===== config.mk =====
export PLATFORM = sky130hd
export DESIGN_NAME = brb_queue
export DESIGN_NICKNAME = d
export VERILOG_FILES = /design/src/rtl/brb_pkg.sv /design/src/rtl/brb_queue.sv
export SDC_FILE = /design/constraint.sdc
export NUM_CORES = 1
export LEC_CHECK = 0
export ABC_AREA = 1
export BUFFER_PORTS_ARGS = -buffer_cell sky130_fd_sc_hd__buf_4
export CAP_MARGIN = 25
export CORE_ASPECT_RATIO = 1.25
export CORE_UTILIZATION = 45
export CTS_CLUSTER_DIAMETER = 30
export DETAILED_ROUTE_END_ITERATION = 12
export PLACE_DENSITY = 0.76
export SYNTH_ARGS = -nofsm -noshare
export SYNTH_HDL_FRONTEND = slang
export SYNTH_SLANG_ARGS = --single-unit

===== constraint.sdc =====
create_clock -name clock -period 2.4 [get_ports clock]
set_clock_uncertainty 0.1 [all_clocks]
set_input_delay 0.36 -clock clock [delete_from_list [all_inputs] [get_ports clock]]
set_output_delay 0.36 -clock clock [all_outputs]
set_load 0.02 [all_outputs]

===== src/rtl/brb_pkg.sv =====
// shared types, field widths and operation codes for the byte ring buffer
package brb_pkg;

   localparam int DATA_W        = 8;
   localparam int OP_W          = 3;
   localparam int COUNT_W       = 13;
   localparam int POS_W         = 12;
   localparam int SIZE_W        = 13;
   localparam int DEPTH_DEFAULT = 4096;
   localparam int SIZE_RESET    = 4096;
   localparam int QUEUE_DEPTH   = 2;

   localparam logic [OP_W-1:0] OP_WRITE_BYTE = 3'd0;
   localparam logic [OP_W-1:0] OP_READ_BYTE  = 3'd1;
   localparam logic [OP_W-1:0] OP_WRITE_ADV  = 3'd2;
   localparam logic [OP_W-1:0] OP_READ_ADV   = 3'd3;
   localparam logic [OP_W-1:0] OP_CLEAR      = 3'd4;

   typedef enum logic [2:0] {
      KIND_WRITE_BYTE,
      KIND_READ_BYTE,
      KIND_WRITE_ADV,
      KIND_READ_ADV,
      KIND_CLEAR,
      KIND_NONE
   } kind_type;

   typedef struct packed {
      logic [OP_W-1:0]    op;
      logic [DATA_W-1:0]  data_byte;
      logic [COUNT_W-1:0] count;
   } brb_req_type;

   typedef struct packed {
      logic [DATA_W-1:0]  read_data;
      logic [COUNT_W-1:0] done_count;
      logic [COUNT_W-1:0] used_bytes;
      logic [COUNT_W-1:0] free_bytes;
      logic [POS_W-1:0]   write_pos;
      logic [COUNT_W-1:0] write_span;
      logic [POS_W-1:0]   read_pos;
      logic [COUNT_W-1:0] read_span;
   } brb_rsp_type;

   typedef struct packed {
      kind_type           kind;
      logic [DATA_W-1:0]  data_byte;
      logic [COUNT_W-1:0] count;
   } brb_cmd_type;

endpackage


===== src/rtl/brb_queue.sv =====
// two-entry command queue between front and back
module brb_queue import brb_pkg::*; (
   input  logic        clock,
   input  logic        reset,
   input  logic        push,
   input  brb_cmd_type push_cmd,
   input  logic        pop,
   output brb_cmd_type head,
   output logic        not_empty,
   output logic        full
);

   localparam int PTR_W = $clog2(QUEUE_DEPTH);
   localparam int CNT_W = $clog2(QUEUE_DEPTH + 1);

   brb_cmd_type      entry_ff [QUEUE_DEPTH];
   logic [PTR_W-1:0] wr_ptr_ff, wr_ptr_in;
   logic [PTR_W-1:0] rd_ptr_ff, rd_ptr_in;
   logic [CNT_W-1:0] cnt_ff, cnt_in;
   logic             do_push, do_pop;

   assign do_push = push & ~full;
   assign do_pop  = pop & not_empty;

   always_comb begin
      wr_ptr_in = wr_ptr_ff;
      rd_ptr_in = rd_ptr_ff;
      cnt_in    = cnt_ff;
      if (do_push) begin
         wr_ptr_in = (wr_ptr_ff == PTR_W'(QUEUE_DEPTH - 1)) ? '0 : wr_ptr_ff + 1'b1;
      end
      if (do_pop) begin
         rd_ptr_in = (rd_ptr_ff == PTR_W'(QUEUE_DEPTH - 1)) ? '0 : rd_ptr_ff + 1'b1;
      end
      if (do_push && !do_pop) begin
         cnt_in = cnt_ff + 1'b1;
      end else if (do_pop && !do_push) begin
         cnt_in = cnt_ff - 1'b1;
      end
   end

   always_ff @(posedge clock) begin
      if (reset) begin
         wr_ptr_ff <= '0;
         rd_ptr_ff <= '0;
         cnt_ff    <= '0;
      end else begin
         wr_ptr_ff <= wr_ptr_in;
         rd_ptr_ff <= rd_ptr_in;
         cnt_ff    <= cnt_in;
      end
   end

   always_ff @(posedge clock) begin
      if (do_push) begin
         entry_ff[wr_ptr_ff] <= push_cmd;
      end
   end

   assign head      = entry_ff[rd_ptr_ff];
   assign not_empty = (cnt_ff != '0);
   assign full      = (cnt_ff == CNT_W'(QUEUE_DEPTH));

endmodule


==> out/qor.yml, run 1 <==
clock_path_buffers: 2
grt_pass1_vias: 1101
first_pass_iters: 3
hold_viol: 0
min_to: "entry_ff[1][13]$_DFFE_PP_"
cts_tree: "built"
end_kind: "primary output"
r2r_slack_ns: 0.83
hp-class: "input port to flop"
synth_cell_types: 15
p_leak_nw: 1.066
drc: 0
syn-cell-area_um2: 2082
vdd_drop_max_mv: 0.6373
worst_pin_slew_ns: 0.3266
timing.rr.end: "cnt_ff[1]$_SDFFE_PP0P_"
most-common-layout-cells: "buf_4, edfxtp_1, mux2_4"
core-area_um2: 4425
slew_headroom_pct: 78.23
setup_ws_ns: 0.3914
fin_nets: 202
drt_wl_total_mm: 3.116
cts_resized: 0
gp_congestion: 0.6685
critPathArrivalTime_ns: 1.55
start_kind: "flop"
floorplan.die.height_um: 78.05
area_growth_pct: 27.10
drive_above_1_share_pct: 52.30
port-buffer-count: 53
setup_tns_ns: 0
rsz0062_at_grt: "no"
grt_pass1_wl_mm: 4.905
cts-root-buf: "clkbuf_8"
pwr_density_cell_nw_per_um2: 1013
dp_slack_ns: 0.6846
clock_latency_ns: 0.29
antenna_left: 0
diodes: 0
crit_type: "flop to primary output"
route.vias.total: 1100
syn_nets: 141
cp.required_ns: 1.94
synth_area_leaders: "edfxtp_1, mux2_4, dfxtp_1"
fill_cells: 353
holdPathStages: 1
yosysWarnings: 0
grt_max_degree: 25
start_util_pct: 47.05
reg2reg_from: "cnt_ff[1]$_SDFFE_PP0P_"
clock.fmax_ghz: 0.4979
period_share_pct: 83.69
grt_usage_pct: 13.55
dieWidth_um: 62.84
setup_viol: 0
syn_inst: 112
clk_pin_slew_ns: 0.09
layout_commonest_cell: "buf_4"
post_drt_wl_per_cell_um: 13.43
grt-ovfl-total: 0
fin_crit_ns: 2.009
synth_seq_cells: 53
clock_sinks: 53
outcome: "finished, final reports clean"
drv_slew: 0
synth_top_area_share_pct: 69.23
synth.yosys.seq_area_share_pct: 74.04
die_area_um2: 4905
synth.largest_area_cell: "edfxtp_1"
core.rowCount: 27
hpwl_mm: 2.309
antenna_found_initial: 0
drt_iter0_markers: 22
reg2regPathDepth: 9
io_pins: 54
hp-start: "push_cmd[13]"
drv_cap: 0
worst-path-max-fanout: 11
hold_buffers: 0
cts-htree-levels: 2
postCtsSetupBuffers: 0
cts-buffers-inserted: 5
avgSynthCellArea_um2: 18.59
via_per_inst: 4.741
## through the flow
stage	hold slack [ns]	cell area (um^2)	util [%]	cells	power [mW]
after detailed placement	0.3993	2536	57.31	224	2.148
after global placement	0.3874	2536	57.31	224	2.110
final	0.1366	2646	59.80	232	2.682
after CTS	0.1302	2646	59.80	232	2.711
after floorplan	0.3589	2082	-	112	1.860
after global routing	0.1250	2646	59.80	232	2.805
## logic make-up (layout without fill, tap and decap cells)
| group | after synthesis | count (layout) | share of synthesized area, % |
|---|---|---|---|
| adders and majority gates | 1 | 1 | 0.6009 |
| muxes | 24 | 24 | 16.59 |
| buffers and inverters | 11 | 73 | 3.906 |
| DFF | 53 | 53 | 74.04 |
| AOI/OAI and AO/OA | 5 | 5 | 1.382 |
| and+or+nand+nor | 18 | 18 | 3.486 |
## cell usage after synthesis
cell type  count
ha_1           1
nand4_1        1
o21ai_0        2
buf_6          1
nand3_1        2
a21oi_1        2
mux2_4        20
buf_12         2
o21ai_2        1
nand2_1        7
mux2_2         4
dfxtp_1        5
edfxtp_1      48
inv_1          8
nor2_1         8
## area by class of cell
class	count	area (um^2)	share of cell area [%]
Clock inverter	3	41.29	1.560
Inverter	8	30.03	1.135
Tap cell	58	72.57	2.742
Clock buffer	5	68.82	2.600
Multi-Input combinational cell	48	464.2	17.54
Sequential cell	53	1541	58.25
Timing Repair Buffer	57	427.9	16.17
## worst max-delay path by stage
stage	end	cells after the start
after global routing	head[19]	3
after CTS	head[13]	3
final	head[13]	3
after global placement	head[5]	3
after detailed placement	head[13]	3
after floorplan	entry_ff[1][0]$_DFFE_PP_	3
## report_power, final
part | internal (mW) | switching (mW)
Combinational | 0.427 | 0.466
Sequential | 1.17 | 0.0524
Clock | 0.307 | 0.261
## worst max-delay path, cell delays in order (launching register included)
cell and delay [ns]:
dfxtp_1 0.49, buf_4 0.29, mux2_4 0.32, buf_4 0.15
## per-layer routing
metal | global-route usage (%) | part of all wire [%] | vias up
met5 | 0 | 0 | -
met2 | 24.67 | 55 | 41
met4 | 6.977 | 2.0 | 0
li1 | - | - | 533
met3 | 4.506 | 6.5 | 6
met1 | 13.54 | 37 | 520
## state kept, by name, summed over array words and instances (netlist names), named ones only
signal     cells
entry_ff      48
wr_ptr_ff      1
rd_ptr_ff      1
cnt_ff         2
No activity file was read; power rests on OpenSTA's default activity.
==> run 2, diff against run 1 <==
PLACE_DENSITY = 0.78   (was 0.76)
clock period = 1.7 ns   (was 2.4 ns; I/O delays follow)
==> run 2 against run 1 <==
  * Flip-flop and latch count is the same
  * Sequential share of layout area is 2.7 points lower
  * Routed wire length up 9.2%
  * Setup slack got worse by 0.35 ns
  * Power rose by 46%
  * Critical path depth is the same
  * Utilization increased by 3.1 points
  * Largest cell class unchanged
  * Critical endpoint is now head[14]
  * Die area unchanged
  * First-iteration DRC count is 4.5% higher
==> out/qor.yml, run 2 (same netlist as run 1, synthesis figures left out) <==
core-area_um2: 4425
reg2regPathDepth: 9
first_pass_iters: 4
grt-ovfl-total: 0
rsz0062_at_grt: "yes"
hold_buffers: 0
top_regs: "entry_ff (48), cnt_ff (2)"
r2r_slack_ns: 0.10
diodes: 0
dieWidth_um: 62.84
die_area_um2: 4905
fill_cells: 334
layout_commonest_cell: "edfxtp_1"
outcome: "finished, final reports clean"
period_share_pct: 97.64
grt_pass1_wl_mm: 5.175
end_kind: "primary output"
drt_wl_total_mm: 3.402
setup_viol: 0
clock.fmax_ghz: 0.6025
area_growth_pct: 33.77
cts-buffers-inserted: 5
critPathArrivalTime_ns: 1.30
placed_area_um2: 2561
cts_tree: "built"
hold_viol: 0
min_to: "entry_ff[0][20]$_DFFE_PP_"
vdd_drop_max_mv: 0.6868
grt_pass1_vias: 1189
clock_path_buffers: 2
postCtsSetupBuffers: 0
setup_ws_ns: 0.04016
p_leak_nw: 1.118
cp.required_ns: 1.34
worst-path-max-fanout: 8
drv_cap: 0
drive_above_1_share_pct: 54.29
largest_reg_flops: 48
drc: 0
hold_slack_ns: 0.03550
most-common-layout-cells: "edfxtp_1, buf_4, mux2_4"
drt_iter0_markers: 23
timing.rr.end: "cnt_ff[1]$_SDFFE_PP0P_"
dp_slack_ns: 0.1125
setup_tns_ns: 0
finalPower_mw: 3.907
via_per_inst: 4.717
grt_max_degree: 25
route.vias.total: 1099
clk_pin_slew_ns: 0.09
gp_congestion: 0.6501
io_pins: 54
core.rowCount: 27
pwr_density_cell_nw_per_um2: 1403
antenna_left: 0
holdPathStages: 1
cts-htree-levels: 2
post_drt_wl_per_cell_um: 14.60
slew_headroom_pct: 87.78
clock_latency_ns: 0.30
fin_nets: 203
grt_usage_pct: 14.26
largest_register: "entry_ff"
start_util_pct: 47.05
worst_pin_slew_ns: 0.1826
hpwl_mm: 2.446
cts-root-buf: "clkbuf_8"
drv_slew: 0
antenna_found_initial: 0
fin_area_um2: 2785
clock_sinks: 53
port-buffer-count: 53
fin_crit_ns: 1.660
crit_type: "flop to primary output"
hp-start: "push_cmd[20]"
floorplan.die.height_um: 78.05
start_kind: "flop"
hp-class: "input port to flop"
reg2reg_from: "cnt_ff[1]$_SDFFE_PP0P_"
-- run 2: routing by layer --
layer / vias up / routed length [um] / GRT usage, %
met4: 0 / 68 / 8.140
met3: 6 / 175 / 4.942
li1: 533 / - / -
met2: 43 / 1807 / 24.24
met5: - / 0 / 0
met1: 517 / 1351 / 15.35
-- run 2: worst max-delay path by stage --
stage	slack, ns	startpoint	endpoint
after floorplan	-0.30	cnt_ff[1]$_SDFFE_PP0P_	entry_ff[1][0]$_DFFE_PP_
after global routing	-0.005	flop	head[4]
final	0.04	flop	head[14]
after detailed placement	0.11	cnt_ff[1]$_SDFFE_PP0P_	cnt_ff[1]$_SDFFE_PP0P_
after global placement	0.25	flop	head[11]
after CTS	-0.002	flop	head[10]
-- run 2: area by class of cell --
| class | count | area (um^2) | share of cell area (%) |
|---|---|---|---|
| clock inverters | 3 | 21.27 | 0.7637 |
| repair buffers | 58 | 559.3 | 20.08 |
| flip-flops and latches | 53 | 1546 | 55.53 |
| multi-input cells | 48 | 486.7 | 17.48 |
| inverters | 8 | 30.03 | 1.078 |
| well taps | 58 | 72.57 | 2.606 |
| clock buffers | 5 | 68.82 | 2.471 |
-- run 2: metrics by stage --
stage | utilization, % | instances
2_1_floorplan | - | 112
3_3_place_gp | 57.87 | 224
3_5_place_dp | 57.87 | 224
4_1_cts | 60.48 | 232
5_1_grt | 62.93 | 233
6_report | 62.93 | 233
-- run 2: report_power, final --
group	internal [mW]	switching, mW	total, mW
Combinational	0.773	0.717	1.49
Clock	0.292	0.385	0.677
Sequential	1.66	0.0849	1.74
Total	2.72	1.19	3.91
-- run 2: critical path, stage by stage (launching register included) --
cell and delay, ns:
dfxtp_4 0.40, buf_12 0.14, mux2_4 0.30, buf_4 0.16
-- run 2: repair_timing --
item                                    in CTS  in global routing
resized for setup                            7                 23
gates cloned                                 0                  1
endpoints found under the setup margin      17                 20
==> run 3, diff against run 2 <==
CORE_UTILIZATION = 51   (was 45)
HOLD_SLACK_MARGIN = 0.1   (was unset)
PLACE_DENSITY = 0.83   (was 0.78)
clock period = 1.6 ns   (was 1.7 ns; I/O delays follow)
==> run 3 against run 2 <==
  * The run now ends with negative setup slack left
  * Critical path depth did not move
  * Flip-flop and latch count stayed put
  * Power increased by 13%
  * Die area fell by 11%
  * Sequential share of layout area shrank 5.1 points
  * Utilization up 17 points
  * Critical path type unchanged
  * Highest routed layer unchanged
==> out/qor.yml, run 3 (same netlist as run 1, synthesis figures left out) <==
grt-ovfl-total: 0
hpwl_mm: 2.389
cp.buffers_inverters: 2
hold_viol: 0
gp_congestion: 0.5935
start_kind: "flop"
holdPathStages: 4
setup_tns_ns: -0.3540
period_share_pct: 102.1
floorplan.die.height_um: 73.44
clock_latency_ns: 0.29
max_stage_delay_ns: 0.38
pwr-share-comb_pct: 38.8
crit_type: "flop to primary output"
drive_above_1_share_pct: 49.25
grt_max_degree: 25
clock.fmax_ghz: 0.6122
largest_reg_flops: 48
p_int_mw: 3.123
io_pins: 54
port-buffer-count: 53
clk_pin_slew_ns: 0.09
placed_cells: 220
fin_crit_ns: 1.633
start_util_pct: 54.11
grt_pass1_wl_mm: 5.685
p_sw_mw: 1.303
core-area_um2: 3847
fill_cells: 209
crit_chain: "buf_12 > mux2_4 > buf_6"
finalPower_mw: 4.426
drv_slew: 0
first_pass_iters: 4
p_seq_share_pct: 41.8
drv_cap: 0
grt_pass1_vias: 1311
worst_path_max_delay_cell: "dfxtp_4"
antenna_found_initial: 0
outcome: "finished, violations left"
setup_viol: 16
cts-htree-levels: 2
post_drt_wl_per_cell_um: 14.96
clock_path_buffers: 2
diodes: 0
fin_nets: 227
cts-root-buf: "clkbuf_8"
core.rowCount: 25
setup_ws_ns: -0.03344
reg2regPathDepth: 9
hp-class: "input port to flop"
drc: 0
crit_cells: 3
instances_no_fill: 253
cts_tree: "built"
hold_slack_ns: 0.1475
vdd_drop_max_mv: 0.9549
slew_headroom_pct: 88.80
drt_wl_total_mm: 3.786
pwr_density_cell_nw_per_um2: 1439
grt_usage_pct: 18.38
drt_iter0_markers: 25
route.vias.total: 1201
dieWidth_um: 59.15
largest_register: "entry_ff"
worst_pin_slew_ns: 0.1662
pwr-share-clk_pct: 19.5
critPathArrivalTime_ns: 1.29
cts-buffers-inserted: 5
layout_commonest_cell: "edfxtp_1"
most-common-layout-cells: "edfxtp_1, buf_4, mux2_4, dlygate4sd3_1, buf_6"
end_kind: "primary output"
die_area_um2: 4343
cp.required_ns: 1.26
antenna_left: 0
p_sw_share_pct: 29.44
violations: "negative setup slack"
p_leak_nw: 1.232
clock_sinks: 53
via_per_inst: 4.747
path_delay_family: "flip-flops"
worst-path-max-fanout: 14
rsz0062_at_grt: "yes"
area_growth_pct: 47.72
top_regs: "entry_ff (48), cnt_ff (2)"
[run 3: path summary, 6_finish.rpt]
kind                          start                      to  slack [ns]
min reg2reg  wr_ptr_ff$_SDFFE_PP0N_  wr_ptr_ff$_SDFFE_PP0N_        0.42
max reg2reg  cnt_ff[1]$_SDFFE_PP0P_  cnt_ff[1]$_SDFFE_PP0P_        0.09
min                           reset  wr_ptr_ff$_SDFFE_PP0N_        0.15
max                            flop                 head[2]       -0.03
[run 3: timing repair]
item                       in CTS  in global routing
setup endpoints to repair      25                 25
gates cloned                    0                  0
hold buffers                   24                  0
pin swaps                       0                  1
hold endpoints to repair       48                  0
buffers inserted                0                  1
gates resized for setup        32                  5
[run 3: final cells by class]
class / count / area (um^2) / share of cell area, %
well taps: 54 / 67.56 / 2.197
flip-flops and latches: 53 / 1550 / 50.41
repair buffers: 82 / 815.8 / 26.53
multi-input cells: 48 / 501.7 / 16.31
inverters: 8 / 30.03 / 0.9764
clock inverters: 3 / 41.29 / 1.343
clock buffers: 5 / 68.82 / 2.238
[run 3: routing by layer]
layer	vias to the layer above	part of all wire, %	GRT usage, %
met5	-	0	0
met4	0	0.90	5.820
met3	4	3.0	4.401
met2	36	57	35.23
met1	578	39	19.32
li1	583	-	-
[run 3: power by group through the flow]
stage / clock (mW) / combinational, mW / sequential, mW
floorplan: 0 / 0.958 / 1.84
global placement: 0 / 1.39 / 1.84
detailed placement: 0 / 1.46 / 1.86
CTS: 0.874 / 1.67 / 1.84
global route: 0.935 / 1.82 / 1.87
finish: 0.861 / 1.72 / 1.85
[run 3: stage by stage]
stage                     utilization [%]  instance area [um^2]  setup slack, ns
after global placement              67.09                  2581           0.1667
after detailed placement            67.09                  2581         -0.01287
final                               79.94                  3075         -0.03344
after CTS                           79.25                  3049         -0.05393
after global routing                79.94                  3075         -0.07926
after floorplan                         -                  2087         -0.01674
[run 3: worst register-to-register path, stage by stage (launching register included)]
cell	delay, ns
dfxtp_2	0.35
inv_2	0.07
o21ai_4	0.19
inv_1	0.11
ha_4	0.23
inv_1	0.08
nand3_1	0.10
nand2_1	0.08
inv_1	0.04
nor2_1	0.10
